--- config.mk ---
export PLATFORM = sky130hd
export DESIGN_NAME = detector_exposure_sequencer_top
export DESIGN_NICKNAME = d
export VERILOG_FILES = /design/src/design/des_pkg.sv /design/src/design/detector_exposure_sequencer_top.sv
export VERILOG_INCLUDE_DIRS = /design/src /design/src/design
export SDC_FILE = /design/constraint.sdc
export NUM_CORES = 1
export LEC_CHECK = 0
export BUFFER_PORTS_ARGS = -buffer_cell sky130_fd_sc_hd__buf_2
export CAP_MARGIN = 20
export CORE_MARGIN = 2
export CORE_UTILIZATION = 55
export DETAILED_ROUTE_END_ITERATION = 8
export PLACE_DENSITY = 0.75
export SLEW_MARGIN = 15
export SYNTH_ARGS = -nofsm -noshare
export SYNTH_HDL_FRONTEND = slang
export SYNTH_SLANG_ARGS = --single-unit
export TNS_END_PERCENT = 50
--- constraint.sdc ---
create_clock -name clock -period 8.35 [get_ports clock]
set_clock_uncertainty 0.1 [all_clocks]
set_input_delay 1.67 -clock clock [delete_from_list [all_inputs] [get_ports clock]]
set_output_delay 1.67 -clock clock [all_outputs]
set_load 0.1 [all_outputs]
--- src/design/assert_macros.svh ---
// Assertion macros shared by the RTL of the exposure sequencer.
// Each macro expands to one labeled concurrent assertion on clock/reset.
`ifndef ASSERT_MACROS_SVH
`define ASSERT_MACROS_SVH

// Condition must hold at every clock edge outside reset.
`define ASSERT_ALWAYS(label, cond, msg) \
   label: assert property (@(posedge clock) disable iff (reset) (cond)) \
      else $error(msg);

// Antecedent on one edge implies consequent on the next edge.
`define ASSERT_NEXT(label, ante, cons, msg) \
   label: assert property (@(posedge clock) disable iff (reset) (ante) |=> (cons)) \
      else $error(msg);

`endif

--- src/design/des_pkg.sv ---
// Package for the detector exposure sequencer: command, state and error codes,
// register indexes and the readout time table. No dependencies.
`default_nettype none

package des_pkg;

   typedef enum logic [2:0] {
      ST_IDLE     = 3'd0,
      ST_EXPOSING = 3'd1,
      ST_READING  = 3'd2,
      ST_RETRY    = 3'd3,
      ST_ERROR    = 3'd4
   } state_type;

   typedef enum logic [2:0] {
      ER_NONE     = 3'd0,
      ER_NOT_INIT = 3'd1,
      ER_START    = 3'd2,
      ER_STOP     = 3'd3,
      ER_ABORT    = 3'd4
   } err_type;

   typedef enum logic [3:0] {
      FN_TICK   = 4'd0,
      FN_INIT   = 4'd1,
      FN_START  = 4'd2,
      FN_STOP   = 4'd3,
      FN_QUERY  = 4'd4,
      FN_ABORT  = 4'd5,
      FN_RESET  = 4'd6,
      FN_RETRY  = 4'd7,
      FN_IMAGE  = 4'd8
   } func_type;

   localparam int CSR_INDEX_W = 3;
   localparam int CSR_DATA_W  = 16;

   localparam logic [CSR_INDEX_W-1:0] CSR_DETECTOR_MODEL   = 3'd0;
   localparam logic [CSR_INDEX_W-1:0] CSR_BIN_TWO_BY_TWO   = 3'd1;
   localparam logic [CSR_INDEX_W-1:0] CSR_ADC_HARDWARE_BIN = 3'd2;
   localparam logic [CSR_INDEX_W-1:0] CSR_INIT_TIME_MS     = 3'd3;

   localparam logic [2:0]  MODEL_RESET     = 3'd3;
   localparam logic [15:0] INIT_TIME_RESET = 16'd2000;
   localparam logic [2:0]  MODEL_LAST_ROW  = 3'd6;

   localparam logic [1:0] COL_1X1    = 2'd0;
   localparam logic [1:0] COL_2X2_HW = 2'd1;
   localparam logic [1:0] COL_2X2_SW = 2'd2;

   // Readout time in ms per detector model; columns 1x1, 2x2 hardware, 2x2 software
   localparam logic [15:0] READOUT_MS_TABLE [0:6][0:2] = '{
      '{16'd6000, 16'd2000, 16'd6000},
      '{16'd3000, 16'd1000, 16'd3000},
      '{16'd1100, 16'd420,  16'd1100},
      '{16'd900,  16'd250,  16'd900},
      '{16'd1100, 16'd370,  16'd1100},
      '{16'd1100, 16'd420,  16'd1100},
      '{16'd900,  16'd250,  16'd900}
   };

   function automatic logic [15:0] readout_ms(input logic [2:0] model,
                                              input logic bin2,
                                              input logic hw_bin);
      logic [2:0] row;
      logic [1:0] col;
      row = (model > MODEL_LAST_ROW) ? MODEL_LAST_ROW : model;
      if (!bin2) begin
         col = COL_1X1;
      end else if (hw_bin) begin
         col = COL_2X2_HW;
      end else begin
         col = COL_2X2_SW;
      end
      return READOUT_MS_TABLE[row][col];
   endfunction

endpackage

`default_nettype wire

--- src/design/detector_exposure_sequencer_top.sv ---
// Detector exposure sequencer: command-driven state machine with elapsed-time
// counters and a registered result stage. Depends on des_pkg and assert_macros.svh.
//
//   channel | dir | handshake            | payload
//   req     | in  | req_valid/req_ready  | func, retry_value
//   rsp     | out | rsp_valid/rsp_ready  | status_code, machine_state_out,
//           |     |                      | error_reason, initialized_out
//   csr     | in  | csr_valid/csr_ready  | csr_index, csr_data
//
// One command per cycle; result appears in the cycle after the transfer.
// The result register is the only buffer: a new command is taken whenever it
// is empty or being drained in the same cycle, so a stalled rsp stalls req.
// Synchronous reset puts the machine in the error state, not initialized.
// csr writes are always taken: csr_ready is tied high.
`default_nettype none

`include "assert_macros.svh"

module detector_exposure_sequencer_top
   import des_pkg::*;
#(
   parameter int TIMER_BITS = 16,
   parameter int RETRY_BITS = 8
) (
   input  wire logic                   clock,
   input  wire logic                   reset,

   input  wire logic                   req_valid,
   output logic                        req_ready,
   input  wire logic [3:0]             req_func,
   input  wire logic [7:0]             req_retry_value,

   output logic                        rsp_valid,
   input  wire logic                   rsp_ready,
   output logic                        rsp_status_code,
   output logic [2:0]                  rsp_machine_state_out,
   output logic [2:0]                  rsp_error_reason,
   output logic                        rsp_initialized_out,

   input  wire logic                   csr_valid,
   output logic                        csr_ready,
   input  wire logic [CSR_INDEX_W-1:0] csr_index,
   input  wire logic [CSR_DATA_W-1:0]  csr_data
);

   localparam int CMP_W   = (TIMER_BITS > 16) ? TIMER_BITS : 16;
   localparam int RCMP_W  = (RETRY_BITS > 8) ? RETRY_BITS : 8;

   // configuration
   logic [2:0]  model_ff;
   logic        bin2_ff;
   logic        hw_bin_ff;
   logic [15:0] init_time_ff;

   // machine state
   state_type             state_ff, state_in;
   logic                  initialized_ff, initialized_in;
   logic                  initializing_ff, initializing_in;
   logic [RETRY_BITS-1:0] retries_ff, retries_in;
   logic [TIMER_BITS-1:0] init_elapsed_ff, init_elapsed_in;
   logic [TIMER_BITS-1:0] readout_elapsed_ff, readout_elapsed_in;
   err_type               last_error_ff, last_error_in;
   logic                  status_in;

   // result stage
   logic       rsp_valid_ff, rsp_valid_in;
   logic       rsp_status_ff;
   logic [2:0] rsp_state_ff;
   logic [2:0] rsp_error_ff;
   logic       rsp_init_ff;

   logic req_xfer;
   logic rsp_tracks_state;
   logic [CMP_W-1:0]  readout_limit, init_limit, readout_cnt, init_cnt;
   logic [RCMP_W-1:0] retry_ext, retry_max;

   assign req_ready = !rsp_valid_ff || rsp_ready;
   assign req_xfer  = req_valid && req_ready;
   assign csr_ready = 1'b1;

   assign readout_limit = CMP_W'(readout_ms(model_ff, bin2_ff, hw_bin_ff));
   assign init_limit    = CMP_W'(init_time_ff);
   assign readout_cnt   = CMP_W'(readout_elapsed_ff);
   assign init_cnt      = CMP_W'(init_elapsed_ff);
   assign retry_ext     = RCMP_W'(req_retry_value);
   assign retry_max     = RCMP_W'({RETRY_BITS{1'b1}});

   always_comb begin
      state_in           = state_ff;
      initialized_in     = initialized_ff;
      initializing_in    = initializing_ff;
      retries_in         = retries_ff;
      init_elapsed_in    = init_elapsed_ff;
      readout_elapsed_in = readout_elapsed_ff;
      last_error_in      = last_error_ff;
      status_in          = 1'b0;
      case (req_func)
         FN_TICK: begin
            if (init_elapsed_ff != {TIMER_BITS{1'b1}}) begin
               init_elapsed_in = init_elapsed_ff + TIMER_BITS'(1);
            end
            if (readout_elapsed_ff != {TIMER_BITS{1'b1}}) begin
               readout_elapsed_in = readout_elapsed_ff + TIMER_BITS'(1);
            end
         end
         FN_INIT: begin
            initialized_in     = 1'b0;
            initializing_in    = 1'b1;
            state_in           = ST_ERROR;
            retries_in         = '0;
            last_error_in      = ER_NONE;
            init_elapsed_in    = '0;
            readout_elapsed_in = '0;
         end
         FN_START: begin
            if (!initialized_ff) begin
               status_in = 1'b1; state_in = ST_ERROR; last_error_in = ER_NOT_INIT;
            end else if (state_ff != ST_IDLE) begin
               status_in = 1'b1; state_in = ST_ERROR; last_error_in = ER_START;
            end else begin
               state_in = ST_EXPOSING;
            end
         end
         FN_STOP: begin
            if (!initialized_ff) begin
               status_in = 1'b1; state_in = ST_ERROR; last_error_in = ER_NOT_INIT;
            end else if (state_ff != ST_EXPOSING) begin
               status_in = 1'b1; state_in = ST_ERROR; last_error_in = ER_STOP;
            end else if (retries_ff != '0) begin
               state_in   = ST_RETRY;
               retries_in = retries_ff - RETRY_BITS'(1);
            end else begin
               state_in           = ST_READING;
               readout_elapsed_in = '0;
            end
         end
         FN_QUERY: begin
            if (state_ff == ST_READING && readout_cnt > readout_limit) begin
               state_in = ST_IDLE;
            end else if (initializing_ff && init_cnt > init_limit) begin
               state_in        = ST_IDLE;
               initializing_in = 1'b0;
               initialized_in  = 1'b1;
            end
         end
         FN_ABORT: begin
            if (initializing_ff) begin
               status_in     = 1'b1;
               last_error_in = ER_ABORT;
            end else begin
               state_in = ST_IDLE;
            end
         end
         FN_RESET: begin
            state_in      = ST_IDLE;
            last_error_in = ER_NONE;
         end
         FN_RETRY: begin
            retries_in = RETRY_BITS'((retry_ext > retry_max) ? retry_max : retry_ext);
         end
         FN_IMAGE: begin
            if (!initialized_ff) begin
               status_in = 1'b1; state_in = ST_ERROR; last_error_in = ER_NOT_INIT;
            end
         end
         default: begin
            status_in = 1'b1;
         end
      endcase
   end

   always_comb begin
      rsp_valid_in = rsp_valid_ff;
      if (req_xfer) begin
         rsp_valid_in = 1'b1;
      end else if (rsp_ready) begin
         rsp_valid_in = 1'b0;
      end
   end

   always_ff @(posedge clock) begin
      if (reset) begin
         model_ff           <= MODEL_RESET;
         bin2_ff            <= 1'b0;
         hw_bin_ff          <= 1'b0;
         init_time_ff       <= INIT_TIME_RESET;
         state_ff           <= ST_ERROR;
         initialized_ff     <= 1'b0;
         initializing_ff    <= 1'b0;
         retries_ff         <= '0;
         init_elapsed_ff    <= '0;
         readout_elapsed_ff <= '0;
         last_error_ff      <= ER_NONE;
         rsp_valid_ff       <= 1'b0;
      end else begin
         if (csr_valid && csr_ready) begin
            case (csr_index)
               CSR_DETECTOR_MODEL:   model_ff     <= csr_data[2:0];
               CSR_BIN_TWO_BY_TWO:   bin2_ff      <= csr_data[0];
               CSR_ADC_HARDWARE_BIN: hw_bin_ff    <= csr_data[0];
               CSR_INIT_TIME_MS:     init_time_ff <= csr_data;
               default: ;
            endcase
         end
         if (req_xfer) begin
            state_ff           <= state_in;
            initialized_ff     <= initialized_in;
            initializing_ff    <= initializing_in;
            retries_ff         <= retries_in;
            init_elapsed_ff    <= init_elapsed_in;
            readout_elapsed_ff <= readout_elapsed_in;
            last_error_ff      <= last_error_in;
         end
         rsp_valid_ff <= rsp_valid_in;
      end
   end

   // result payload, loaded on each req transfer
   always_ff @(posedge clock) begin
      if (req_xfer) begin
         rsp_status_ff <= status_in;
         rsp_state_ff  <= state_in;
         rsp_error_ff  <= last_error_in;
         rsp_init_ff   <= initialized_in;
      end
   end

   assign rsp_valid             = rsp_valid_ff;
   assign rsp_status_code       = rsp_status_ff;
   assign rsp_machine_state_out = rsp_state_ff;
   assign rsp_error_reason      = rsp_error_ff;
   assign rsp_initialized_out   = rsp_init_ff;

   assign rsp_tracks_state = (rsp_state_ff == state_ff) && (rsp_init_ff == initialized_ff);

   `ASSERT_NEXT(a_xfer_gives_rsp, req_xfer, rsp_valid, "req transfer without result")
   `ASSERT_ALWAYS(a_init_flags_excl, !(initialized_ff && initializing_ff), "init flags both set")
   `ASSERT_NEXT(a_rsp_matches_state, req_xfer, rsp_tracks_state, "result differs from state")

endmodule

`default_nettype wire

# Yosys cells after proc, flatten, opt, wreduce, memory -nomap -nowiden
# Memory sizes are Yosys's and may differ from the RTL's.
# Cells that the tools add are included.
op_classes:
  addsub: 3
  n_mul: 0
  div_mod_pow: 0
  n_lt_le_gt_ge: 6
  eq_ne: 23
  shifts: 0
  n_mux: 52
  bitwise_logic: 2
  reduce_logical: 24
op_table:
  columns: ["cell", "n"]
  rows:
  - ["two-way mux 16 bit", 7]
  - ["two-way mux 48 bit", 2]
  - ["one-hot mux 16 bit (3 select lines)", 1]
  - ["two-way mux 3 bit", 15]
  - ["adder 16 x 1 -> 16 bit, second input constant", 2]
  - ["binary-select mux 16 bit (select 2 bit)", 1]
  - ["greater-than comparator 16 bit", 2]
  - ["two-way mux 8 bit", 4]
  - ["!= test 16 bit, second input constant", 2]
  - ["one-hot mux 16 bit (2 select lines)", 1]
  - ["one-hot mux 8 bit (3 select lines)", 1]
  - ["one-hot mux 3 bit (7 select lines)", 1]
  - ["== test 4 x 3 -> 1 bit, second input constant", 4]
  - ["!= test 2 bit, second input constant", 8]
  - ["one-hot mux 3 bit (5 select lines)", 1]
  - ["two-way mux 1 bit", 13]
  - ["== test 3 x 2 -> 1 bit, second input constant", 3]
  - ["nonzero test 3 bit", 3]
  - ["== test 4 x 2 -> 1 bit, second input constant", 2]
  - ["greater-than comparator 8 bit, second input constant", 1]
  - ["AND reduction 2 bit", 4]
  - ["nonzero test 8 bit", 1]
  - ["subtractor 8 x 1 -> 8 bit, second input constant", 1]
  - ["AND reduction 6 bit", 1]
  - ["23 further kinds", 29]
word_totals:
  regBits: 78
  latchBits: 0
  ramBits: 0
  romBits: 384
  input_bits: 36
  out_inout_bits: 11
  elab_cells: 127
  memories: 1
mem_list:
  columns: ["name", "depth", "width", "read_ports", "rd_clocked_by_memory_dff", "write_ports", "line", "text"]
  rows:
  - ["(no name shown)", 8, 48, 1, 0, 0, "des_pkg.sv:75", "return READOUT_MS_TABLE[row][col];"]

# Logic depth before layout (Yosys ltp)
# Gate-level depths: netlist of the first run.
logic_depth:
  word_depth: 13
  ltp_mapped: 15
  ltp_nobuf: 13

# Worst setup path before layout of the first run
# OpenSTA, ideal clock, no wires.
synth_timing:
  path_type: "input-to-reg"
  startpoint: "input rsp_ready"
  endpoint: "register readout_elapsed_ff[15] (netlist: readout_cnt[15])"
  setup_time_ns: 0.070
  t_arrival_ns: 4.228
  required_ns: 8.180
  path_slack_ns: 3.952
  cell_stages: 8
  n_path_buf: 1
  path_cell_list: "nand2b_1 > nand2_1 > clkinv_1 > nand2_1 > or2_1 > clkbuf_2 > or4_1 > a21oi_1"
synth_via:
  elab_chain_cells: 3
synth_rtl:
  columns: ["element", "line", "text"]
  rows:
  - ["from (decl)", "detector_exposure_sequencer_top.sv:34", "input wire logic rsp_ready,"]
  - ["logical OR 1 bit", "detector_exposure_sequencer_top.sv:77", "assign req_ready = !rsp_valid_ff || rsp_ready;"]
  - ["logical AND 1 bit", "detector_exposure_sequencer_top.sv:78", "assign req_xfer = req_valid && req_ready;"]
  - ["net req_xfer", "detector_exposure_sequencer_top.sv:72", "logic req_xfer;"]
  - ["AND reduction 6 bit (no source line)", null, null]
  - ["to (signal assigned)", "detector_exposure_sequencer_top.sv:211", "readout_elapsed_ff <= readout_elapsed_in;"]
  - ["to (decl)", "detector_exposure_sequencer_top.sv:61", "logic [TIMER_BITS-1:0] readout_elapsed_ff, readout_elapsed_in;"]
# The timed path passes the listed nets, and every way through them passes these cells.
# A chain may end at the register's enable or synchronous reset.

# Worst setup path in the final report of the first run
layout_timing:
  startpoint: "input rsp_ready"
  endpoint: "output req_ready"
layout_via:
  elab_chain_cells: 1
layout_rtl:
  columns: ["element", "line", "text"]
  rows:
  - ["logical OR 1 bit", "detector_exposure_sequencer_top.sv:77", null]
  - ["to (decl)", "detector_exposure_sequencer_top.sv:29", "output logic req_ready,"]
# No other way between the ends.

==> impl_metrics.tcl, run 1 <==
set metrics [dict create \
    path_max_fanout 5 \
    r2r-start "model_ff[2]$_SDFFE_PP0P_" \
    ios 47 \
    setup_viol 0 \
    holdBufCountCts 0 \
    fin_crit_sh_pct 49.6 \
    clk_path_buf_depth 2 \
    cp-end-kind "output pin" \
    place_ws_ps 4200 \
    final_antenna_net_count 0 \
    dp_hpwl_um 8290 \
    drc_errors 0 \
    pwr-share-comb_pct 12.2 \
    yosys_warnings 0 \
    finalSetupTns_ps 0 \
    crit_required_ps 6580 \
    drive_gt1_share_pct 11.3 \
    clock_sinks 78 \
    path_common_cell "buf_2" \
    final_util_pct 62.0 \
    dieArea_um2 9630 \
    nets 726 \
    rows 34 \
    drt-vias-per-instance 5.97 \
    die_h_um 98.1 \
    antenna_found_initial 0 \
    hold_violations 0 \
    async_reset_ff_share_pct 0 \
    grt_max_degree 60 \
    intPower_mw 0.604 \
    overflow 0 \
    worstPathArrival_ps 2370 \
    final_cell_area_um2 5350 \
    synth_cells 633 \
    cts-resized-gates 0 \
    status "finished, final reports clean" \
    cts_made_buffers 9 \
    wire_per_inst_um 15.0 \
    fin_crit_ps 4140 \
    first_pass_iters 5 \
    post_cts_buffers 0 \
    hold_path_startpoint "init_limit[3]$_SDFFE_PP0P_" \
    core_um2 8640 \
    drt_wl_total_um 11500 \
    irDropWorstVdd_v 0.0000755 \
    syn2layout_area_growth_pct 9.78 \
    slowest_delay_ps 460 \
    cp_slowest_cell "buf_2" \
    cts_root_buf "clkbuf_8" \
    worstHoldPathType "reg2reg" \
    syn_nets 703 \
    cts.reportedPaths.clkPinSlew_ps 70 \
    ys_types 66 \
    seq_area_frac_synth_pct 33.7 \
    cts_tree "built" \
    clock_latency_ps 360 \
    p_sw_mw 0.221 \
    cap_violations 0 \
    worstMarginPinSlew_ps 1060 \
    syn_area_per_cell_um2 7.70 \
    place_area_um2 5120 \
    synth_area_um2 4870 \
    htree_levels 3 \
    p_leak_nw 2.16 \
    dp.cells 753 \
    grt_pass1_wl_um 19900 \
    seqPwrFrac_pct 47.5 \
    grt_usage_pct 24.9 \
    antennaDiodeCount 0 \
    dr_total_vias 4588 \
    r2r_slack_ps 4580 \
    place_congestion 0.875 \
    yosys_register_bits 78 \
    start_util_pct 56.4 \
    drtIter0Drc 204 \
    start_kind "input port" \
    nFillCells 798 \
    layout_commonest_cell "nor2_1" \
    synthFlopType "dfxtp_1" \
    cp_cell_sequence "buf_2, nand2b_1, buf_2" \
    layout_common_cells "nor2_1 (72), nand2_1 (71), dfxtp_1 (70)" \
    die_w_um 98.1 \
    p_sw_share_pct 26.8 \
    worst_slack_ps 4210 \
    first_global_vias 4330 \
    rsz0062_at_grt "no" \
    relSlewSlack_pct 28.3 \
    stdcell_count 769 \
    power.density_nw_per_um2 154 \
    critPathKind "in2out" \
    clkPwrFrac_pct 40.3 \
    timing.fmax_mhz 241 \
    startpoint "rsp_ready" \
    synth_enable_flop_cells 8 \
    slew_violations 0 \
    place.port_buffers 45 \
]
## state kept, by name, summed over array words and instances (netlist names), 3 cells and up
signal,count
state_ff,3
retries_ff,8
init_limit,16
readout_cnt,16
model_ff,3
init_cnt,16
last_error_ff,3
rsp_error_reason,3
rsp_machine_state_out,3
## Yosys cell counts (2+ instances only)
master     number  area share, %
and3_1         16            2.1
a21boi_0        2           0.31
nor2_1         72            5.5
a22oi_1         6           0.92
o21ai_0        34            3.5
or2_2           7           0.90
o41ai_1         2           0.36
nand3b_1       19            2.9
nand3_1        16            1.6
and4b_1         2           0.41
a41o_1          2           0.41
nand4b_1        3           0.54
and2_1         10            1.3
edfxtp_1        8            4.9
a211oi_1       11            1.7
clkbuf_1       31            2.4
a31oi_1         5           0.64
or3_1           6           0.77
nor3_1         16            1.6
xor2_1          9            1.6
o31ai_1         3           0.46
dfxtp_1        70             29
inv_1          27            2.1
o22ai_1         2           0.26
xnor2_1         3           0.54
nand4bb_1       2           0.46
nor4_1          3           0.39
nand2b_1        4           0.51
buf_2           3           0.31
nor2b_1         7           0.90
nor3b_1         3           0.46
a21oi_1        69            7.1
nand4_1        11            1.4
ha_1           34            8.7
nor4b_1         2           0.36
and4_1          5           0.90
o211ai_1        2           0.31
mux2i_1         5            1.0
a41oi_1         3           0.54
nand2_1        71            5.5
a211o_1         2           0.36
## power by group through the flow
stage	combinational [mW]	clock, mW	sequential (mW)
detailed placement	0.0996	0	0.400
global placement	0.0968	0	0.400
finish	0.100	0.333	0.392
CTS	0.100	0.337	0.392
floorplan	0.0558	0	0.419
global route	0.110	0.350	0.393
## cell type report
class / instances / area, µm² / share of cell area (%)
inverter: 28 / 105 / 1.96
multi-input combinational: 490 / 2980 / 55.7
clock buffer: 12 / 156 / 2.92
tap: 108 / 135 / 2.53
sequential: 78 / 1640 / 30.7
timing repair buffer: 49 / 255 / 4.77
clock inverter: 4 / 77.6 / 1.45
## stage by stage
| stage | hold WS (ps) | power [mW] |
|---|---|---|
| 2_1_floorplan | 336 | 0.475 |
| 3_3_place_gp | 345 | 0.497 |
| 3_5_place_dp | 349 | 0.500 |
| 4_1_cts | 359 | 0.829 |
| 5_1_grt | 388 | 0.853 |
| 6_report | 357 | 0.825 |
## metal layers
| layer | global-route usage [%] | routed length, µm |
|---|---|---|
| met1 | 32.0 | 5260 |
| met2 | 43.0 | 5530 |
| met3 | 4.58 | 578 |
| met4 | 6.85 | 167 |
| met5 | 0 | 0 |
## final timing paths
path,endpoint,depth (start not counted)
setup / recovery,req_ready,3
hold / removal,init_limit[3]$_SDFFE_PP0P_,2
setup reg to reg,initializing_ff$_SDFFE_PP0P_,12
hold reg to reg,init_limit[3]$_SDFFE_PP0P_,2
## worst max-delay path, delay by kind of cell
kind	cells	cell delay, ps
buffers and inverters	2	530
and+or+nand+nor	1	170
## cells by family (layout without fill, tap and decap cells)
kind of cell / Yosys count / in the layout / synth area share (%)
buf+inv: 65 / 93 / 5.19
xor+xnor: 12 / 12 / 2.16
fa+ha+maj: 34 / 34 / 8.73
other cells: 1 / 1 / 0.0769
mux: 5 / 5 / 1.03
compound gates: 156 / 156 / 19.1
simple gates: 282 / 282 / 30.0
flops: 78 / 78 / 33.7
No activity file was read; power rests on OpenSTA's default activity.
==> inputs of run 2 (changes only) <==
clock period = 4.2 ns   (was 8.35 ns; I/O delays follow)
==> run 2 against run 1 <==
Net effect: critical path depth increased by 9; highest routed layer unchanged; clock power up 100%; largest cell class unchanged; count of clock-buffer cells in the layout down 2; cell count is 0.26% higher; power grew 100%; sequential share of layout area shrank 0.13 points; global-route usage is 0.10 points lower.
==> impl_metrics.tcl, run 2 (synthesis results as in run 1) <==
set metrics [dict create \
    rsz0062_at_grt "no" \
    cts_made_buffers 9 \
    cts_root_buf "clkbuf_8" \
    wire_per_inst_um 15.1 \
    clkPwrFrac_pct 40.7 \
    seqPwrFrac_pct 47.2 \
    intPower_mw 1.20 \
    die_h_um 98.1 \
    worstMarginPinSlew_ps 829 \
    ios 47 \
    drc_errors 0 \
    dp_hpwl_um 8550 \
    grt_pass1_wl_um 19900 \
    final_antenna_net_count 0 \
    clock_latency_ps 360 \
    post_cts_buffers 0 \
    hold_violations 0 \
    drt_wl_total_um 11600 \
    cts_tree "built" \
    nFillCells 785 \
    die_w_um 98.1 \
    worst_slack_ps 833 \
    place_ws_ps 886 \
    finalSetupTns_ps 0 \
    fin_crit_ps 3370 \
    cts-resized-gates 0 \
    first_pass_iters 5 \
    nets 728 \
    startpoint "model_ff[1]$_SDFFE_PP1P_" \
    rows 34 \
    power_mw 1.65 \
    p_leak_nw 2.16 \
    layout_commonest_cell "nor2_1" \
    relSlewSlack_pct 44.0 \
    cap_violations 0 \
    start_kind "register" \
    timing.fmax_mhz 297 \
    drtIter0Drc 236 \
    first_global_vias 4323 \
    drive_gt1_share_pct 11.9 \
    holdBufCountCts 0 \
    dr_total_vias 4613 \
    layout_common_cells "nor2_1 (72), nand2_1 (71), dfxtp_1 (70)" \
    irDropWorstVdd_v 0.000165 \
    crit_required_ps 4340 \
    core_um2 8640 \
    grt_max_degree 41 \
    htree_levels 3 \
    antennaDiodeCount 0 \
    drt-vias-per-instance 5.98 \
    cts.reportedPaths.clkPinSlew_ps 80 \
    worstPathArrival_ps 3510 \
    dieArea_um2 9630 \
    slew_violations 0 \
    path_max_fanout 11 \
    clock_sinks 78 \
    regToRegEndpoint "initializing_ff$_SDFFE_PP0P_" \
    setup_viol 0 \
    overflow 0 \
    power.density_nw_per_um2 307 \
    syn2layout_area_growth_pct 10.2 \
    p_sw_mw 0.450 \
    worstSetupEndpoint "initializing_ff$_SDFFE_PP0P_" \
    grt_usage_pct 24.8 \
    reg2regPathDepth 12 \
    critPathKind "reg2reg" \
    cp-end-kind "register" \
    fin_crit_sh_pct 80.2 \
    status "finished, final reports clean" \
    start_util_pct 56.4 \
    r2r_slack_ps 830 \
    antenna_found_initial 0 \
    pwr-share-comb_pct 12.2 \
    p_sw_share_pct 27.3 \
    r2r-start "model_ff[1]$_SDFFE_PP1P_" \
    place.port_buffers 45 \
    clk_path_buf_depth 2 \
    place_congestion 0.900 \
    worstHoldPathType "reg2reg" \
]
run 2: changes by cell type in the layout (fill, tap and decap cells not counted):
cell	change
clkinvlp_4	+2
clkbuf_1	-2
buf_4	+2
run 2: worst min path at each step:
stage,slack (ps),cells after the start,end,start
2_1_floorplan,340,2,init_limit[11]$_SDFFE_PP0P_,init_limit[11]$_SDFFE_PP0P_
3_3_place_gp,350,2,init_limit[2]$_SDFFE_PP0P_,init_limit[2]$_SDFFE_PP0P_
3_5_place_dp,350,2,init_limit[3]$_SDFFE_PP0P_,init_limit[3]$_SDFFE_PP0P_
4_1_cts,370,2,init_limit[3]$_SDFFE_PP0P_,init_limit[3]$_SDFFE_PP0P_
5_1_grt,390,2,init_limit[0]$_SDFFE_PP0P_,init_limit[0]$_SDFFE_PP0P_
6_report,360,2,init_limit[12]$_SDFFE_PP0P_,init_limit[12]$_SDFFE_PP0P_
run 2: metal layers:
layer / track usage (%) / wire length [µm] / vias to the layer above
li1: - / - / 2310
met1: 32.5 / 5410 / 2160
met2: 41.7 / 5460 / 129
met3: 4.08 / 564 / 14
met4: 8.43 / 214 / 0
met5: 0 / 0 / -
run 2: power by group through the flow:
| stage | combinational (mW) | clock [mW] | sequential, mW |
|---|---|---|---|
| 2_1_floorplan | 0.111 | 0 | 0.834 |
| 3_3_place_gp | 0.194 | 0 | 0.795 |
| 3_5_place_dp | 0.199 | 0 | 0.796 |
| 4_1_cts | 0.200 | 0.680 | 0.778 |
| 5_1_grt | 0.220 | 0.705 | 0.780 |
| 6_report | 0.201 | 0.671 | 0.779 |
run 2: final cells by class:
class	instances	area (µm²)	area share, %
multi-input cells	490	2980	55.4
repair buffers	51	270	5.03
flip-flops and latches	78	1640	30.6
inverters	28	105	1.96
clock buffers	10	149	2.77
well taps	108	135	2.52
clock inverters	6	92.6	1.72
run 2: worst max-delay path, stage by stage (launching register included):
cell and delay, ps:
dfxtp_1 540, nand2_1 90, nand2_1 110, ha_1 250, a211oi_1 210, a21oi_1 70
ha_1 310, a21oi_1 150, a21oi_1 80, o31a_1 280, o41ai_1 680, nand4_1 210
and2_1 190
run 2: through the flow:
stage	hold slack, ps	cell area, µm²	cells	utilization [%]
floorplan	336	4870	633	-
global placement	346	5130	755	59.4
detailed placement	355	5130	755	59.4
CTS	367	5370	771	62.2
global route	392	5370	771	62.2
finish	363	5370	771	62.2
